`config.mk`:
```
export PLATFORM = sky130hd
export DESIGN_NAME = san_notification_parser
export DESIGN_NICKNAME = d
export VERILOG_FILES = /design/src/sv/sanp_pkg.sv /design/src/sv/san_notification_parser.sv /design/src/sv/sanp_step.sv
export SDC_FILE = /design/constraint.sdc
export NUM_CORES = 1
export LEC_CHECK = 0
export ABC_AREA = 1
export BUFFER_PORTS_ARGS = -buffer_cell sky130_fd_sc_hd__buf_2
export CAP_MARGIN = 20
export CORE_ASPECT_RATIO = 1.4
export CORE_MARGIN = 10
export CORE_UTILIZATION = 34
export CTS_CLUSTER_SIZE = 10
export DETAILED_ROUTE_END_ITERATION = 8
export PLACE_DENSITY = 0.52
export SYNTH_ARGS = -nofsm -noshare
export SYNTH_HDL_FRONTEND = slang
export SYNTH_SLANG_ARGS = --single-unit
```
`constraint.sdc`:
```
create_clock -name clk -period 2.5 [get_ports clk]
set_clock_uncertainty 0.05 [all_clocks]
set_input_delay 0.5 -clock clk [delete_from_list [all_inputs] [get_ports clk]]
set_output_delay 0.5 -clock clk [all_outputs]
set_load 0.1 [all_outputs]
```
`src/sv/sanp_pkg.sv`:
```
package sanp_pkg;

  // parse phases of one message
  typedef enum logic [3:0] {
    PH_DIGEST,
    PH_HEADER,
    PH_IDENT,
    PH_BODY,
    PH_STYPE,
    PH_CTYPE,
    PH_ULEN,
    PH_URI,
    PH_TRAIL,
    PH_ERROR
  } phase_t;

  typedef enum logic [2:0] {
    KIND_DIGEST,
    KIND_HEADER_DONE,
    KIND_IDENT,
    KIND_SYNC_TYPE,
    KIND_CONTENT_TYPE,
    KIND_URI,
    KIND_IGNORED
  } kind_t;

  typedef enum logic [3:0] {
    ST_OK,
    ST_SHORT_DIGEST,
    ST_SHORT_HEADER,
    ST_BAD_VERSION,
    ST_SHORT_ID,
    ST_BODY,
    ST_ZERO_SYNCS,
    ST_SHORT_INFO,
    ST_SHORT_URI
  } status_t;

  typedef enum logic [2:0] {
    CC_NONE,
    CC_CONTACTS,
    CC_CALENDAR,
    CC_NOTES,
    CC_UNSUPPORTED
  } content_code_t;

  localparam logic [3:0] DIGEST_LAST    = 4'd15;
  localparam logic [3:0] HDR_BYTE_HI    = 4'd0;
  localparam logic [3:0] HDR_BYTE_LO    = 4'd1;
  localparam logic [3:0] HDR_SESSION_HI = 4'd5;
  localparam logic [3:0] HDR_SESSION_LO = 4'd6;
  localparam logic [3:0] HDR_LAST       = 4'd7;
  localparam logic [3:0] CT_FIRST       = 4'd0;
  localparam logic [3:0] CT_SECOND      = 4'd1;

  localparam logic [9:0] VER_1_1 = 10'h00B;
  localparam logic [9:0] VER_1_2 = 10'h00C;

  localparam logic [7:0] ALERT_BASE  = 8'd200;
  localparam logic [7:0] CT_CONTACTS = 8'h07;
  localparam logic [7:0] CT_CALENDAR = 8'h06;
  localparam logic [7:0] CT_NOTES    = 8'h03;

  typedef struct packed {
    phase_t     phase;
    logic [3:0] byte_count;
    logic [7:0] hdr_hi;
    logic [7:0] hdr_lo;
    logic [7:0] session_high;
    logic [7:0] field_remaining;
    logic [3:0] syncs_remaining;
    logic [3:0] current_sync;
    logic       content_nz;
    status_t    error_code;
  } parse_state_t;

  localparam parse_state_t STATE_RESET = '{
    phase:           PH_DIGEST,
    byte_count:      4'd0,
    hdr_hi:          8'd0,
    hdr_lo:          8'd0,
    session_high:    8'd0,
    field_remaining: 8'd0,
    syncs_remaining: 4'd0,
    current_sync:    4'd0,
    content_nz:      1'b0,
    error_code:      ST_OK
  };

  typedef struct packed {
    kind_t         item_kind;
    logic [7:0]    data_byte;
    logic          version_code;
    logic [1:0]    ui_mode;
    logic          server_init;
    logic [15:0]   session_id;
    logic [7:0]    sync_type;
    content_code_t content_code;
    logic [3:0]    sync_index;
    logic          message_done;
    status_t       status;
  } result_t;

endpackage

```
`src/sv/san_notification_parser.sv`:
```
// Streaming parser for a server-alerted notification message, one byte per
// transaction. Every input byte yields exactly one result transaction, offered
// from the result register in the cycle after the byte is taken. A byte is taken
// in every cycle while that register is empty or drained, so throughput is one
// byte per cycle unless out_ready holds it back. The message is a 16-byte
// digest, an 8-byte header (version, ui mode, initiator, session id, identifier
// length), the server identifier and, in data-sync mode, a sync list. Header
// fields come out together on the header-done item. Errors are latched and the
// final status is given with message_done on the byte flagged end_of_message,
// after which the parser is back at its start state. The user writes
// expect_empty_body (1 for device management) through the cfg channel between
// messages, which the block does not enforce; it holds over message boundaries.
module san_notification_parser (
  input  logic        clk,
  input  logic        rst,

  // configuration write channel
  input  logic        cfg_valid,
  output logic        cfg_ready,
  input  logic        cfg_data,

  // message byte stream
  input  logic        in_valid,
  output logic        in_ready,
  input  logic [7:0]  msg_byte,
  input  logic        end_of_message,

  // parsed item stream
  output logic        out_valid,
  input  logic        out_ready,
  output logic [2:0]  item_kind,
  output logic [7:0]  data_byte,
  output logic        version_code,
  output logic [1:0]  ui_mode,
  output logic        server_init,
  output logic [15:0] session_id,
  output logic [7:0]  sync_type,
  output logic [2:0]  content_code,
  output logic [3:0]  sync_index,
  output logic        message_done,
  output logic [3:0]  status
);

  logic                   expect_empty_body;
  sanp_pkg::parse_state_t state;
  sanp_pkg::parse_state_t state_next;
  sanp_pkg::result_t      result;
  sanp_pkg::result_t      result_next;
  logic                   in_take;

  // config register is always writable
  assign cfg_ready = 1'b1;

  always_ff @(posedge clk) begin
    if (rst) begin
      expect_empty_body <= 1'b0;
    end else if (cfg_valid && cfg_ready) begin
      expect_empty_body <= cfg_data;
    end
  end

  // result register frees up in the same cycle it is drained
  assign in_ready = !out_valid || out_ready;
  assign in_take  = in_valid && in_ready;

  sanp_step u_step (
    .cur               (state),
    .msg_byte          (msg_byte),
    .end_of_message    (end_of_message),
    .expect_empty_body (expect_empty_body),
    .nxt               (state_next),
    .res               (result_next)
  );

  // parse state only moves on an accepted byte
  always_ff @(posedge clk) begin
    if (rst) begin
      state <= sanp_pkg::STATE_RESET;
    end else if (in_take) begin
      state <= state_next;
    end
  end

  always_ff @(posedge clk) begin
    if (rst) begin
      out_valid <= 1'b0;
    end else if (in_take) begin
      out_valid <= 1'b1;
    end else if (out_ready) begin
      out_valid <= 1'b0;
    end
  end

  // result payload, no reset needed
  always_ff @(posedge clk) begin
    if (in_take) begin
      result <= result_next;
    end
  end

  assign item_kind    = result.item_kind;
  assign data_byte    = result.data_byte;
  assign version_code = result.version_code;
  assign ui_mode      = result.ui_mode;
  assign server_init  = result.server_init;
  assign session_id   = result.session_id;
  assign sync_type    = result.sync_type;
  assign content_code = result.content_code;
  assign sync_index   = result.sync_index;
  assign message_done = result.message_done;
  assign status       = result.status;

endmodule

```
`src/sv/sanp_step.sv`:
```
module sanp_step (
  input  sanp_pkg::parse_state_t cur,
  input  logic [7:0]             msg_byte,
  input  logic                   end_of_message,
  input  logic                   expect_empty_body,
  output sanp_pkg::parse_state_t nxt,
  output sanp_pkg::result_t      res
);

  logic [9:0] ver;
  logic [3:0] syncs_dec;
  logic [7:0] field_dec;
  sanp_pkg::parse_state_t upd;
  sanp_pkg::status_t      end_st;
  sanp_pkg::result_t      item;

  assign ver       = {cur.hdr_hi, cur.hdr_lo[7:6]};
  assign syncs_dec = cur.syncs_remaining - 4'd1;
  assign field_dec = cur.field_remaining - 8'd1;

  always_comb begin
    upd = cur;
    item = '0;
    item.item_kind = sanp_pkg::KIND_IGNORED;

    unique case (cur.phase)
      sanp_pkg::PH_DIGEST: begin
        item.item_kind = sanp_pkg::KIND_DIGEST;
        item.data_byte = msg_byte;
        if (cur.byte_count == sanp_pkg::DIGEST_LAST) begin
          upd.phase      = sanp_pkg::PH_HEADER;
          upd.byte_count = 4'd0;
        end else begin
          upd.byte_count = cur.byte_count + 4'd1;
        end
      end
      sanp_pkg::PH_HEADER: begin
        case (cur.byte_count)
          sanp_pkg::HDR_BYTE_HI:    upd.hdr_hi          = msg_byte;
          sanp_pkg::HDR_BYTE_LO:    upd.hdr_lo          = msg_byte;
          sanp_pkg::HDR_SESSION_HI: upd.session_high    = msg_byte;
          sanp_pkg::HDR_SESSION_LO: upd.field_remaining = msg_byte;
          default: ;
        endcase
        if (cur.byte_count == sanp_pkg::HDR_LAST) begin
          if (ver == sanp_pkg::VER_1_1 || ver == sanp_pkg::VER_1_2) begin
            item.item_kind      = sanp_pkg::KIND_HEADER_DONE;
            item.version_code   = (ver == sanp_pkg::VER_1_2);
            item.ui_mode        = cur.hdr_lo[5:4];
            item.server_init    = cur.hdr_lo[3];
            item.session_id     = {cur.session_high, cur.field_remaining};
            upd.field_remaining = msg_byte;
            upd.phase           = (msg_byte != 8'd0) ? sanp_pkg::PH_IDENT
                                                     : sanp_pkg::PH_BODY;
            upd.byte_count      = 4'd0;
          end else begin
            upd.error_code = sanp_pkg::ST_BAD_VERSION;
            upd.phase      = sanp_pkg::PH_ERROR;
          end
        end else begin
          upd.byte_count = cur.byte_count + 4'd1;
        end
      end
      sanp_pkg::PH_IDENT: begin
        item.item_kind      = sanp_pkg::KIND_IDENT;
        item.data_byte      = msg_byte;
        upd.field_remaining = field_dec;
        if (field_dec == 8'd0) begin
          upd.phase = sanp_pkg::PH_BODY;
        end
      end
      sanp_pkg::PH_BODY: begin
        if (expect_empty_body) begin
          upd.error_code = sanp_pkg::ST_BODY;
          upd.phase      = sanp_pkg::PH_ERROR;
        end else if (msg_byte[7:4] == 4'd0) begin
          upd.error_code = sanp_pkg::ST_ZERO_SYNCS;
          upd.phase      = sanp_pkg::PH_ERROR;
        end else begin
          upd.syncs_remaining = msg_byte[7:4];
          upd.current_sync    = 4'd0;
          upd.phase           = sanp_pkg::PH_STYPE;
        end
      end
      sanp_pkg::PH_STYPE: begin
        item.item_kind  = sanp_pkg::KIND_SYNC_TYPE;
        item.sync_type  = sanp_pkg::ALERT_BASE + {4'd0, msg_byte[7:4]};
        item.sync_index = cur.current_sync;
        upd.phase       = sanp_pkg::PH_CTYPE;
        upd.byte_count  = 4'd0;
      end
      sanp_pkg::PH_CTYPE: begin
        if (cur.byte_count == sanp_pkg::CT_FIRST) begin
          upd.content_nz = (msg_byte != 8'd0);
          upd.byte_count = 4'd1;
        end else if (cur.byte_count == sanp_pkg::CT_SECOND) begin
          upd.content_nz = cur.content_nz | (msg_byte != 8'd0);
          upd.byte_count = 4'd2;
        end else begin
          item.item_kind  = sanp_pkg::KIND_CONTENT_TYPE;
          item.sync_index = cur.current_sync;
          if (cur.content_nz) begin
            item.content_code = sanp_pkg::CC_UNSUPPORTED;
          end else if (msg_byte == 8'd0) begin
            item.content_code = sanp_pkg::CC_NONE;
          end else if (msg_byte == sanp_pkg::CT_CONTACTS) begin
            item.content_code = sanp_pkg::CC_CONTACTS;
          end else if (msg_byte == sanp_pkg::CT_CALENDAR) begin
            item.content_code = sanp_pkg::CC_CALENDAR;
          end else if (msg_byte == sanp_pkg::CT_NOTES) begin
            item.content_code = sanp_pkg::CC_NOTES;
          end else begin
            item.content_code = sanp_pkg::CC_UNSUPPORTED;
          end
          upd.phase      = sanp_pkg::PH_ULEN;
          upd.byte_count = 4'd0;
        end
      end
      sanp_pkg::PH_ULEN: begin
        upd.field_remaining = msg_byte;
        if (msg_byte == 8'd0) begin
          upd.current_sync    = cur.current_sync + 4'd1;
          upd.syncs_remaining = syncs_dec;
          upd.phase = (syncs_dec != 4'd0) ? sanp_pkg::PH_STYPE : sanp_pkg::PH_TRAIL;
        end else begin
          upd.phase = sanp_pkg::PH_URI;
        end
      end
      sanp_pkg::PH_URI: begin
        item.item_kind      = sanp_pkg::KIND_URI;
        item.data_byte      = msg_byte;
        item.sync_index     = cur.current_sync;
        upd.field_remaining = field_dec;
        if (field_dec == 8'd0) begin
          upd.current_sync    = cur.current_sync + 4'd1;
          upd.syncs_remaining = syncs_dec;
          upd.phase = (syncs_dec != 4'd0) ? sanp_pkg::PH_STYPE : sanp_pkg::PH_TRAIL;
        end
      end
      sanp_pkg::PH_TRAIL, sanp_pkg::PH_ERROR: ;
      default: upd.phase = sanp_pkg::PH_ERROR;
    endcase
  end

  // final status is judged on the phase reached after this byte
  always_comb begin
    if (upd.error_code != sanp_pkg::ST_OK) begin
      end_st = upd.error_code;
    end else begin
      unique case (upd.phase)
        sanp_pkg::PH_DIGEST: end_st = sanp_pkg::ST_SHORT_DIGEST;
        sanp_pkg::PH_HEADER: end_st = sanp_pkg::ST_SHORT_HEADER;
        sanp_pkg::PH_IDENT:  end_st = sanp_pkg::ST_SHORT_ID;
        sanp_pkg::PH_BODY:   end_st = expect_empty_body ? sanp_pkg::ST_OK
                                                        : sanp_pkg::ST_BODY;
        sanp_pkg::PH_STYPE,
        sanp_pkg::PH_CTYPE,
        sanp_pkg::PH_ULEN:   end_st = sanp_pkg::ST_SHORT_INFO;
        sanp_pkg::PH_URI:    end_st = sanp_pkg::ST_SHORT_URI;
        sanp_pkg::PH_TRAIL:  end_st = sanp_pkg::ST_OK;
        default:             end_st = sanp_pkg::ST_BODY;
      endcase
    end
  end

  // last byte carries the status and sends the parser back to its start
  always_comb begin
    nxt = upd;
    res = item;
    if (end_of_message) begin
      nxt              = sanp_pkg::STATE_RESET;
      res.message_done = 1'b1;
      res.status       = end_st;
    end
  end

endmodule

```
==> impl_metrics.env, run 1 <==
export IMPL_n_fill_cell=1588
export IMPL_clock_sinks=101
export IMPL_critPathMaxFanout=4
export IMPL_synth_cell_type_count=43
export IMPL_ir_drop_mv=0.288
export IMPL_core_rowCount=53
export IMPL_synth_edff_count=49
export IMPL_area_growth_synth_to_final_pct=19.6
export IMPL_timing_rr_start="state[9]"
export IMPL_yosys_area_top_type="edfxtp_1"
export IMPL_start_util_pct=34.7
export IMPL_p_per_area_nw_per_um2=614
export IMPL_holdPathStages=3
export IMPL_hold_class="in -> reg"
export IMPL_r2r_cells=14
export IMPL_clock_root_buffer="clkbuf_16"
export IMPL_slew_headroom_pct=56.8
export IMPL_ctsHoldBuffers=0
export IMPL_synth_area_per_cell_um2=7.71
export IMPL_path_clk_slew_ns=0.07
export IMPL_ys_ff_latch=101
export IMPL_path_class="reg -> reg"
export IMPL_cp_slowest_cell="dfxtp_1"
export IMPL_yosysWarnings=0
export IMPL_cts_max_path_buffers=2
export IMPL_cp_arrival_ns=2.30
export IMPL_cts_resized=0
export IMPL_layout_nets=778
export IMPL_cp_common_cell="nand2_1"
export IMPL_whs_endpoint="expect_empty_body"
export IMPL_portBuffers=66
export IMPL_grt_remaining_overflow=0
export IMPL_max_freq_mhz=445
export IMPL_end_kind="register"
export IMPL_setup_viol=0
export IMPL_setup_tns_ns=0
export IMPL_async_reset_ff_share_pct=0
export IMPL_post_cts_buffers=0
export IMPL_crit_path_start_kind="register"
export IMPL_grt_use_total_pct=14.3
export IMPL_power_leakage_uw=0.00265
export IMPL_max_cap_violations=0
export IMPL_antenna_found_initial=0
export IMPL_r2r_slack_ns=0.25
export IMPL_wl_um=14900
export IMPL_worstPathCellList="inv_1 -> ha_1 -> xnor2_1 -> nand2_1 -> nor2_1 -> nand2_1 -> nand2_1 -> nand2_1 -> a21oi_4 -> nand2_1 -> nand2_1 -> nor2_1 -> o21ai_1 -> a21oi_1"
export IMPL_hp_start="cfg_data"
export IMPL_cts_buffers=9
export IMPL_io_pins=69
export IMPL_die_area_um2=20700
export IMPL_clock_latency_ns=0.35
export IMPL_drt_iter0_drc=351
export IMPL_dp_hpwl_um=11400
export IMPL_htreeDepth=3
export IMPL_netlist_area_leader_share_pct=28.3
export IMPL_viasPerCell=4.86
export IMPL_place_gp_congestion=0.945
export IMPL_synth_top_flop_cell="dfxtp_1"
export IMPL_fin_crit_sh_pct=89.9
export IMPL_cts_tree="done"
export IMPL_synth_nets=699
export IMPL_grt_pass1_vias=4656
export IMPL_finalHoldViolCount=0
export IMPL_slowest_delay_ns=0.37
export IMPL_min_period_ns=2.25
export IMPL_drive_gt1_share_pct=20.9
export IMPL_vias=4624
export IMPL_drv_slew=0
export IMPL_grt_max_degree=42
export IMPL_power_uw=3820
export IMPL_tightestPinTransition_ns=0.646
export IMPL_grt_pass1_wl_um=24100
export IMPL_wire_per_inst_um=15.7
export IMPL_drc=0
export IMPL_r2r_end="status[1]"
export IMPL_ant_nets=0
export IMPL_synth_area_leaders="edfxtp_1 (28%), dfxtp_1 (20%), nand2_1 (9.4%)"
export IMPL_cp_data_required_time_ns=2.55
export IMPL_ys_seq_area_share_pct=48.3
export IMPL_n_antenna_cell=0
export IMPL_syn_inst=675
export IMPL_status="complete, no violations"
export IMPL_detail_route_first_pass_iterations=6
export IMPL_die_w_um=125
export IMPL_netlist_area_um2=5200
export IMPL_coreArea_um2=15000
export IMPL_die_y_um=166
[sequential cells by signal, summed over array words and instances (netlist names), 2 cells and up]
name / flops
sync_index: 4
session_id: 16
data_byte: 8
item_kind: 3
content_code: 3
sync_type: 6
ui_mode: 2
state: 50
status: 4
[logic make-up after synthesis]
kind of cell             share of synthesized area (%)
adder cells (fa/ha/maj)                           2.17
AO/OA/AOI/OAI                                     14.1
buffers and inverters                             9.16
flip-flops                                        48.3
other                                            0.144
XOR/XNOR                                         0.337
AND/OR/NAND/NOR                                   25.8
[layer usage]
layer  share of wire, %  vias to the layer above  track usage (%)
li1                   -                     2358                -
met1                 41                     2123             16.0
met2                 52                      119             25.7
met3                3.5                       24             2.30
met4                2.9                        0             6.55
met5                  0                        -                0
[critical path, delay by kind of cell, from the launching register on]
kind | cells | cell delay, ns
adder cells (fa/ha/maj) | 1 | 0.21
AND/OR/NAND/NOR | 8 | 0.80
XOR/XNOR | 1 | 0.18
AO/OA/AOI/OAI | 3 | 0.32
flip-flops | 1 | 0.37
buffers and inverters | 1 | 0.09
[layout by cell type (no fill, tap or decap), types with 3 or more instances in the layout]
master,instances
ha_1,8
nand3_1,40
buf_2,66
dfxtp_2,3
a21oi_4,3
buf_4,21
inv_2,10
a211oi_1,4
o21ai_1,5
o211ai_1,4
clkbuf_16,9
nand2_1,127
o21ai_0,33
o22ai_1,3
edfxtp_1,49
nor2_4,6
nand4_1,5
a21oi_1,67
dfxtp_1,47
nand2_2,6
nor3_1,6
nor2_1,97
inv_1,90
nor2_2,13
[stage by stage]
stage	std cells	hold WS (ns)	cell area, µm²	setup slack, ns	util (%)
2_1_floorplan	675	0.371	5240	0.00392	-
3_3_place_gp	935	0.387	5870	0.170	39.2
3_5_place_dp	935	0.386	5870	0.102	39.2
4_1_cts	951	0.321	6170	0.0759	41.1
5_1_grt	951	0.340	6220	-0.00141	41.5
6_report	951	0.325	6220	0.252	41.5
[final cells by class]
class	instances	area [µm²]	share of cell area [%]
flip-flops and latches	101	2520	40.6
multi-input cells	453	2290	36.8
repair buffers	87	488	7.84
inverters	102	387	6.21
well taps	192	240	3.86
clock buffers	9	225	3.62
clock inverters	7	66.3	1.07
[Yosys cell counts (2+ instances only)]
cell        n
a21oi_1    67
edfxtp_1   49
nor2_4      4
inv_2       9
o21ai_1     6
a31oi_1     2
buf_2       3
a21oi_2     4
a22oi_1     2
a211oi_1    4
nor2_1    101
buf_4       3
nand2_2     5
o211ai_1    4
inv_1      92
clkbuf_1    9
nand4_1     5
nand3_1    41
o21ai_0    33
nor2_2     11
nand2_1   130
nor3_1      6
dfxtp_1    52
conb_1      2
ha_1        9
buf_1       3
o22ai_1     3
[how the worst max path moves through the flow]
stage,startpoint,cells after the start,end
finish,state[9],14,status[1]
global route,state[51],14,status[0]
CTS,state[14],16,status[1]
detailed placement,state[14],16,status[1]
global placement,msg_byte[5],15,status[2]
floorplan,out_ready,8,state[20]
[report_power, final]
group	total [µW]	internal (µW)	switching, µW
logic	611	103	508
registers	1830	1800	26.2
clock network	1390	702	684
total	3820	2600	1220
Power figures use the tool's default switching activity.
==> run 2, diff against run 1 <==
==> constraint.sdc (replaced) <==
create_clock -name clk -period 2.5 [get_ports clk]
set_clock_uncertainty 0.05 [all_clocks]
set_input_delay 0.125 -clock clk [delete_from_list [all_inputs] [get_ports clk]]
set_output_delay 0.125 -clock clk [all_outputs]
set_load 0.1 [all_outputs]
==> run 2 against run 1 <==
  * Cell area is 1.4% lower
  * Highest routed layer unchanged
  * Utilization is 0.60 points lower
  * Global-route usage is 0.099 points higher
  * Wire length is 1.4% higher
  * Critical path type unchanged
  * First-iteration DRC count is 12% lower
  * Worst setup slack worse by 0.093 ns
  * Die area stayed put
  * Sequential share of layout area is 0.53 points higher
  * Worst hold slack worse by 0.28 ns
  * Cell count is 0.84% lower
  * Combinational power is 1% lower
  * Register-to-register slack worse by 0.09 ns
==> impl_metrics.env, run 2 (synthesis gave the netlist of run 1 again) <==
export IMPL_status="complete, no violations"
export IMPL_grt_pass1_vias=4649
export IMPL_cp_arrival_ns=2.48
export IMPL_final_cell_mix="nand2_1 (127), nor2_1 (98), inv_1 (91)"
export IMPL_clock_root_buffer="clkbuf_16"
export IMPL_power_net_switching_uw=1190
export IMPL_power_frac_seq_pct=47.9
export IMPL_grt_use_met3_pct=2.08
export IMPL_end_kind="register"
export IMPL_slowest_delay_ns=0.37
export IMPL_clock_sinks=101
export IMPL_max_freq_mhz=427
export IMPL_r2r_slack_ns=0.16
export IMPL_start_util_pct=34.7
export IMPL_die_y_um=166
export IMPL_gr_usage_met2_pct=27.2
export IMPL_grt_pass1_wl_um=24400
export IMPL_cts_max_path_buffers=2
export IMPL_fin_crit_sh_pct=93.7
export IMPL_critPathMaxFanout=4
export IMPL_drv_slew=0
export IMPL_ant_nets=0
export IMPL_post_cts_buffers=0
export IMPL_viasPerCell=4.88
export IMPL_antenna_found_initial=0
export IMPL_top_register="state"
export IMPL_drc=0
export IMPL_tightestPinTransition_ns=0.608
export IMPL_rsz0062_at_grt="false"
export IMPL_power_internal_uw=2620
export IMPL_setup_viol=0
export IMPL_power_uw=3810
export IMPL_max_cap_violations=0
export IMPL_dp_hpwl_um=11500
export IMPL_slew_headroom_pct=59.3
export IMPL_comb_power_share_pct=15.8
export IMPL_detail_route_first_pass_iterations=5
export IMPL_power_leakage_uw=0.00260
export IMPL_r2r_cells=17
export IMPL_switching_share_pct=31.4
export IMPL_die_area_um2=20700
export IMPL_cp_slowest_cell="dfxtp_2"
export IMPL_wire_per_inst_um=16.0
export IMPL_largest_reg_flops=50
export IMPL_p_per_area_nw_per_um2=621
export IMPL_wl_um=15100
export IMPL_place_gp_congestion=0.933
export IMPL_die_w_um=125
export IMPL_drt_iter0_drc=310
export IMPL_whs_endpoint="out_valid"
export IMPL_cts_tree="done"
export IMPL_p_clk_share_pct=36.3
export IMPL_vias=4598
export IMPL_clock_latency_ns=0.35
export IMPL_ir_drop_mv=0.321
export IMPL_min_period_ns=2.34
export IMPL_cp_num_buf_inv=2
export IMPL_met1_usage_pct=15.9
export IMPL_path_clk_slew_ns=0.08
export IMPL_layout_nets=770
export IMPL_grt_use_total_pct=14.4
export IMPL_drive_gt1_share_pct=19.3
export IMPL_core_rowCount=53
export IMPL_htreeDepth=3
export IMPL_portBuffers=66
export IMPL_n_antenna_cell=0
export IMPL_grt_remaining_overflow=0
export IMPL_r2r_end="status[0]"
export IMPL_hp_start="out_ready"
export IMPL_path_class="reg -> reg"
export IMPL_finalHoldViolCount=0
export IMPL_mostFrequentLayoutCell="nand2_1"
export IMPL_grt_busiest_layer="met2"
export IMPL_cp_data_required_time_ns=2.64
export IMPL_hold_class="in -> reg"
export IMPL_coreArea_um2=15000
export IMPL_timing_rr_start="state[14]"
export IMPL_io_pins=69
export IMPL_area_growth_synth_to_final_pct=17.9
export IMPL_cp_top_family="simple AND/OR/NAND/NOR gates"
export IMPL_grt_max_degree=28
export IMPL_cts_buffers=9
export IMPL_crit_path_start_kind="register"
export IMPL_worstPathCellList="inv_1 -> ha_1 -> inv_1 -> nor2_2 -> nor2_2 -> nand3_1 -> nor2_2 -> nand3_4 -> nand2_2 -> nand2_2 -> nor2_2 -> nand3_2 -> nand2_1 -> nand2_1 -> nand2_1 -> nand2_1 -> a21oi_1"
export IMPL_setup_tns_ns=0
export IMPL_holdPathStages=4
## run 2: per-layer routing
layer | routed length (µm) | up-vias
met5 | 0 | -
met4 | 260 | 0
met3 | 329 | 15
met2 | 8090 | 66
met1 | 6420 | 2179
li1 | - | 2338
## run 2: worst max path at each step
stage | startpoint | slack [ns] | cells after the start | endpoint
2_1_floorplan | out_valid | 0.01 | 7 | state[20]
3_3_place_gp | state[14] | 0.17 | 16 | status[2]
3_5_place_dp | state[14] | 0.11 | 16 | status[2]
4_1_cts | state[14] | 0.09 | 18 | status[0]
5_1_grt | state[50] | 0.0008 | 12 | status[3]
6_report | state[14] | 0.16 | 17 | status[0]
## run 2: power groups by stage
stage	Clock, µW	Combinational (µW)	Sequential (µW)
6_report	1380	604	1830
5_1_grt	1480	643	1830
4_1_cts	1420	607	1830
3_5_place_dp	0	604	1860
3_3_place_gp	0	600	1860
2_1_floorplan	0	193	2150
## run 2: what timing repair did
item / 4_1_cts / 5_1_grt
gates resized for setup: 0 / 11
endpoints found under the hold margin: 1 / 0
endpoints found under the setup margin: 0 / 5
hold buffers: 2 / 0
## run 2: cell type report
cell class / count / area, µm²
Clock buffer: 11 / 243
Clock inverter: 5 / 40.0
Fill cell: 1581 / 8850
Inverter: 102 / 387
Multi-Input combinational cell: 453 / 2270
Sequential cell: 101 / 2520
Tap cell: 192 / 240
Timing Repair Buffer: 79 / 433
## run 2: stage by stage
step | hold WS (ns) | instances | cell area [µm²] | setup slack, ns | util (%)
2_1_floorplan | 0.174 | 675 | 5240 | 0.0140 | -
3_3_place_gp | 0.300 | 925 | 5790 | 0.168 | 38.7
3_5_place_dp | 0.317 | 925 | 5790 | 0.107 | 38.7
4_1_cts | 0.0350 | 943 | 6100 | 0.0907 | 40.7
5_1_grt | 0.0625 | 943 | 6130 | 0.000761 | 40.9
6_report | 0.0405 | 943 | 6130 | 0.159 | 40.9
## run 2: worst reg2reg max path: cells and delay by family (launching register included)
family | cells | cell delay, ns
simple gates | 13 | 1.21
flops | 1 | 0.37
fa+ha+maj | 1 | 0.23
buf+inv | 2 | 0.19
compound gates | 1 | 0.14
==> run 3, diff against run 2 <==
--- a/config.mk
+++ b/config.mk
@@ -5,7 +5,6 @@
 export SDC_FILE = /design/constraint.sdc
 export NUM_CORES = 1
 export LEC_CHECK = 0
-export ABC_AREA = 1
 export BUFFER_PORTS_ARGS = -buffer_cell sky130_fd_sc_hd__buf_2
 export CAP_MARGIN = 20
 export CORE_ASPECT_RATIO = 1.4
@@ -13,7 +12,7 @@
 export CORE_UTILIZATION = 34
 export CTS_CLUSTER_SIZE = 10
 export DETAILED_ROUTE_END_ITERATION = 8
-export PLACE_DENSITY = 0.52
+export PLACE_DENSITY = 0.5
 export SYNTH_ARGS = -nofsm -noshare
 export SYNTH_HDL_FRONTEND = slang
 export SYNTH_SLANG_ARGS = --single-unit
==> constraint.sdc (replaced) <==
create_clock -name clk -period 2.3 [get_ports clk]
set_clock_uncertainty 0.05 [all_clocks]
set_input_delay 0.115 -clock clk [delete_from_list [all_inputs] [get_ports clk]]
set_output_delay 0.115 -clock clk [all_outputs]
set_load 0.1 [all_outputs]
==> run 3 against run 2 <==
  * The flow now finishes with violations (negative setup slack)
  * First-iteration DRC count fell by 3.5%
  * Sequential cell count is the same
  * Worst setup slack worse by 0.30 ns
==> impl_metrics.env, run 3 <==
export IMPL_status="complete, but fails checks"
export IMPL_failed_checks="negative setup slack"
export IMPL_cp_data_required_time_ns=2.45
export IMPL_dp_cells=898
export IMPL_wl_um=17500
export IMPL_area_growth_synth_to_final_pct=38.3
export IMPL_netlist_area_leader_share_pct=27.6
export IMPL_r2r_slack_ns=-0.14
export IMPL_cts_max_path_buffers=2
export IMPL_cp_arrival_ns=2.59
export IMPL_synthTopCellsByCount="nor2_1 (64), dfxtp_1 (52), edfxtp_1 (49), a21oi_1 (43), o21ai_0 (32)"
export IMPL_coreArea_um2=15500
export IMPL_comb_power_share_pct=16.0
export IMPL_ant_nets=0
export IMPL_holdPathStages=3
export IMPL_ys_seq_area_share_pct=47.1
export IMPL_drc=0
export IMPL_synth_area_per_cell_um2=9.41
export IMPL_worst_hold_slack_ns=0.0183
export IMPL_core_rowCount=54
export IMPL_synth_most_common_cell="nor2_1"
export IMPL_drive_gt1_share_pct=38.3
export IMPL_n_fill_cell=1491
export IMPL_whs_endpoint="out_valid"
export IMPL_top_register="state"
export IMPL_die_w_um=126
export IMPL_place_ws_ns=-0.285
export IMPL_setup_viol=6
export IMPL_p_per_area_nw_per_um2=560
export IMPL_p_clk_share_pct=36.5
export IMPL_crit_path_start_kind="register"
export IMPL_min_period_ns=2.44
export IMPL_io_pins=69
export IMPL_max_cap_violations=0
export IMPL_async_reset_ff_share_pct=0
export IMPL_vias=4950
export IMPL_largest_reg_flops=50
export IMPL_drt_iter0_drc=299
export IMPL_synth_nets=590
export IMPL_ys_ff_latch=101
export IMPL_path_clk_slew_ns=0.07
export IMPL_synth_cell_type_count=70
export IMPL_r2r_end="status[0]"
export IMPL_path_class="reg -> reg"
export IMPL_final_setup_worst_slack_ns=-0.143
export IMPL_synth_compound_area_share_pct=16.6
export IMPL_place_gp_congestion=0.900
export IMPL_yosys_area_top_type="edfxtp_1"
export IMPL_fin_crit_sh_pct=106
export IMPL_dp_hpwl_um=12600
export IMPL_grt_max_degree=31
export IMPL_synth_area_leaders="edfxtp_1 (28%), dfxtp_1 (20%), nor2_1 (4.5%)"
export IMPL_end_kind="register"
export IMPL_tightestPinTransition_ns=0.674
export IMPL_finalHoldViolCount=0
export IMPL_stdcell_count=933
export IMPL_cts_tree="done"
export IMPL_switching_share_pct=31.2
export IMPL_power_internal_uw=2840
export IMPL_synth_adder_area_share_pct=2.11
export IMPL_grt_use_total_pct=15.7
export IMPL_yosysWarnings=0
export IMPL_antenna_found_initial=0
export IMPL_start_util_pct=34.4
export IMPL_die_area_um2=21200
export IMPL_max_freq_mhz=409
export IMPL_synth_top_flop_cell="dfxtp_1"
export IMPL_power_frac_seq_pct=47.5
export IMPL_power_leakage_uw=0.00291
export IMPL_wire_per_inst_um=18.8
export IMPL_timing_rr_start="state[14]"
export IMPL_cts_buffers=9
export IMPL_mostFrequentLayoutCell="buf_4"
export IMPL_ir_drop_mv=0.306
export IMPL_hp_start="out_ready"
export IMPL_clock_latency_ns=0.35
export IMPL_power_net_switching_uw=1290
export IMPL_grt_pass1_vias=4996
export IMPL_slew_headroom_pct=55.0
export IMPL_clock_sinks=101
export IMPL_r2r_cells=8
export IMPL_setup_tns_ns=-0.287
export IMPL_hold_class="in -> reg"
export IMPL_die_y_um=168
export IMPL_synthMuxAreaShare_pct=4.32
export IMPL_portBuffers=66
export IMPL_drv_slew=0
export IMPL_synth_top_family_by_area="simple AND/OR/NAND/NOR gates"
export IMPL_clock_root_buffer="clkbuf_16"
export IMPL_syn_inst=566
export IMPL_synthXorXnorAreaFrac_pct=1.15
export IMPL_yosys_area_share_simple_pct=24.3
export IMPL_layout_nets=756
export IMPL_grt_pass1_wl_um=26700
export IMPL_rsz0062_at_grt="true"
export IMPL_post_route_util_pct=47.6
export IMPL_netlist_area_um2=5330
export IMPL_htreeDepth=3
export IMPL_viasPerCell=5.31
export IMPL_detail_route_first_pass_iterations=5
export IMPL_critPathMaxFanout=5
export IMPL_n_antenna_cell=0
export IMPL_grt_remaining_overflow=0
export IMPL_final_cell_mix="buf_4 (110), buf_2 (66), nor2_1 (61)"
export IMPL_synth_edff_count=49
[run 3: cell count changes in the layout (fill, tap and decap cells not counted), moves of 28 or more]
cell	before	now
nor2_1	98	61
buf_4	11	110
and2_1	0	28
a21oi_1	67	38
nand2_1	127	26
inv_1	91	12
nand3_1	40	12
[run 3: routing by layer]
metal  share of wire, %  up-vias  GRT usage [%]
met3                4.1       25           2.48
met4                2.3        0           5.21
met5                  0        -              0
met1                 39     2394           17.3
met2                 54      125           29.5
li1                   -     2406              -
[run 3: how the worst max path moves through the flow]
stage | from | endpoint | cells past startpoint
final | state[14] | status[0] | 8
after global routing | state[13] | status[0] | 8
after CTS | state[14] | status[0] | 8
after detailed placement | state[9] | status[1] | 11
after global placement | state[10] | status[1] | 11
after floorplan | out_valid | state[14] | 8
[run 3: per-stage QoR]
step           cell area, µm²  total power (µW)
2_1_floorplan            5370              2480
3_3_place_gp             6590              2640
3_5_place_dp             6590              2650
4_1_cts                  7100              4160
5_1_grt                  7370              4280
6_report                 7370              4130
[run 3: power by group through the flow]
stage          Sequential (µW)  Combinational [µW]  Clock (µW)
2_1_floorplan             2310                 174           0
3_3_place_gp              2000                 643           0
3_5_place_dp              2000                 648           0
4_1_cts                   1960                 656        1540
5_1_grt                   1970                 694        1620
6_report                  1960                 661        1510
[run 3: layout make-up]
class                   count  area (µm²)  area share (%)
clock buffers               9         225            3.06
flip-flops and latches    101        2530            34.3
multi-input cells         414        2930            39.7
clock inverters             7        65.1           0.883
well taps                 196         245            3.33
inverters                  18        71.3           0.968
repair buffers            188        1310            17.8
[run 3: what timing repair did]
| action | CTS | global route |
|---|---|---|
| endpoints found under the setup margin | 23 | 21 |
| hold endpoints to repair | 2 | 0 |
| pin swaps | 11 | 14 |
| resized for setup | 33 | 52 |
| setup buffers | 9 | 9 |
| hold buffers | 3 | 0 |
| cloned | 0 | 1 |
[run 3: kinds of logic (layout without fill, tap and decap cells)]
| logic type | count (synthesis) | in the layout |
|---|---|---|
| AOI/OAI and AO/OA | 138 | 139 |
| xor gates and xnor gates | 7 | 7 |
| adders and majority gates | 9 | 9 |
| buffers and inverters | 52 | 222 |
| DFF | 101 | 101 |
| muxes | 23 | 23 |
| other | 2 | 2 |
| and+or+nand+nor | 234 | 234 |
[run 3: worst max-delay path, cell delays in order (launching register included)]
cell and delay [ns]:
dfxtp_2 0.35, inv_2 0.06, ha_4 0.18, o41ai_4 0.36, and3_4 0.24, a211o_4 0.17, or3b_4 0.40, or3_1 0.37
a31oi_1 0.12
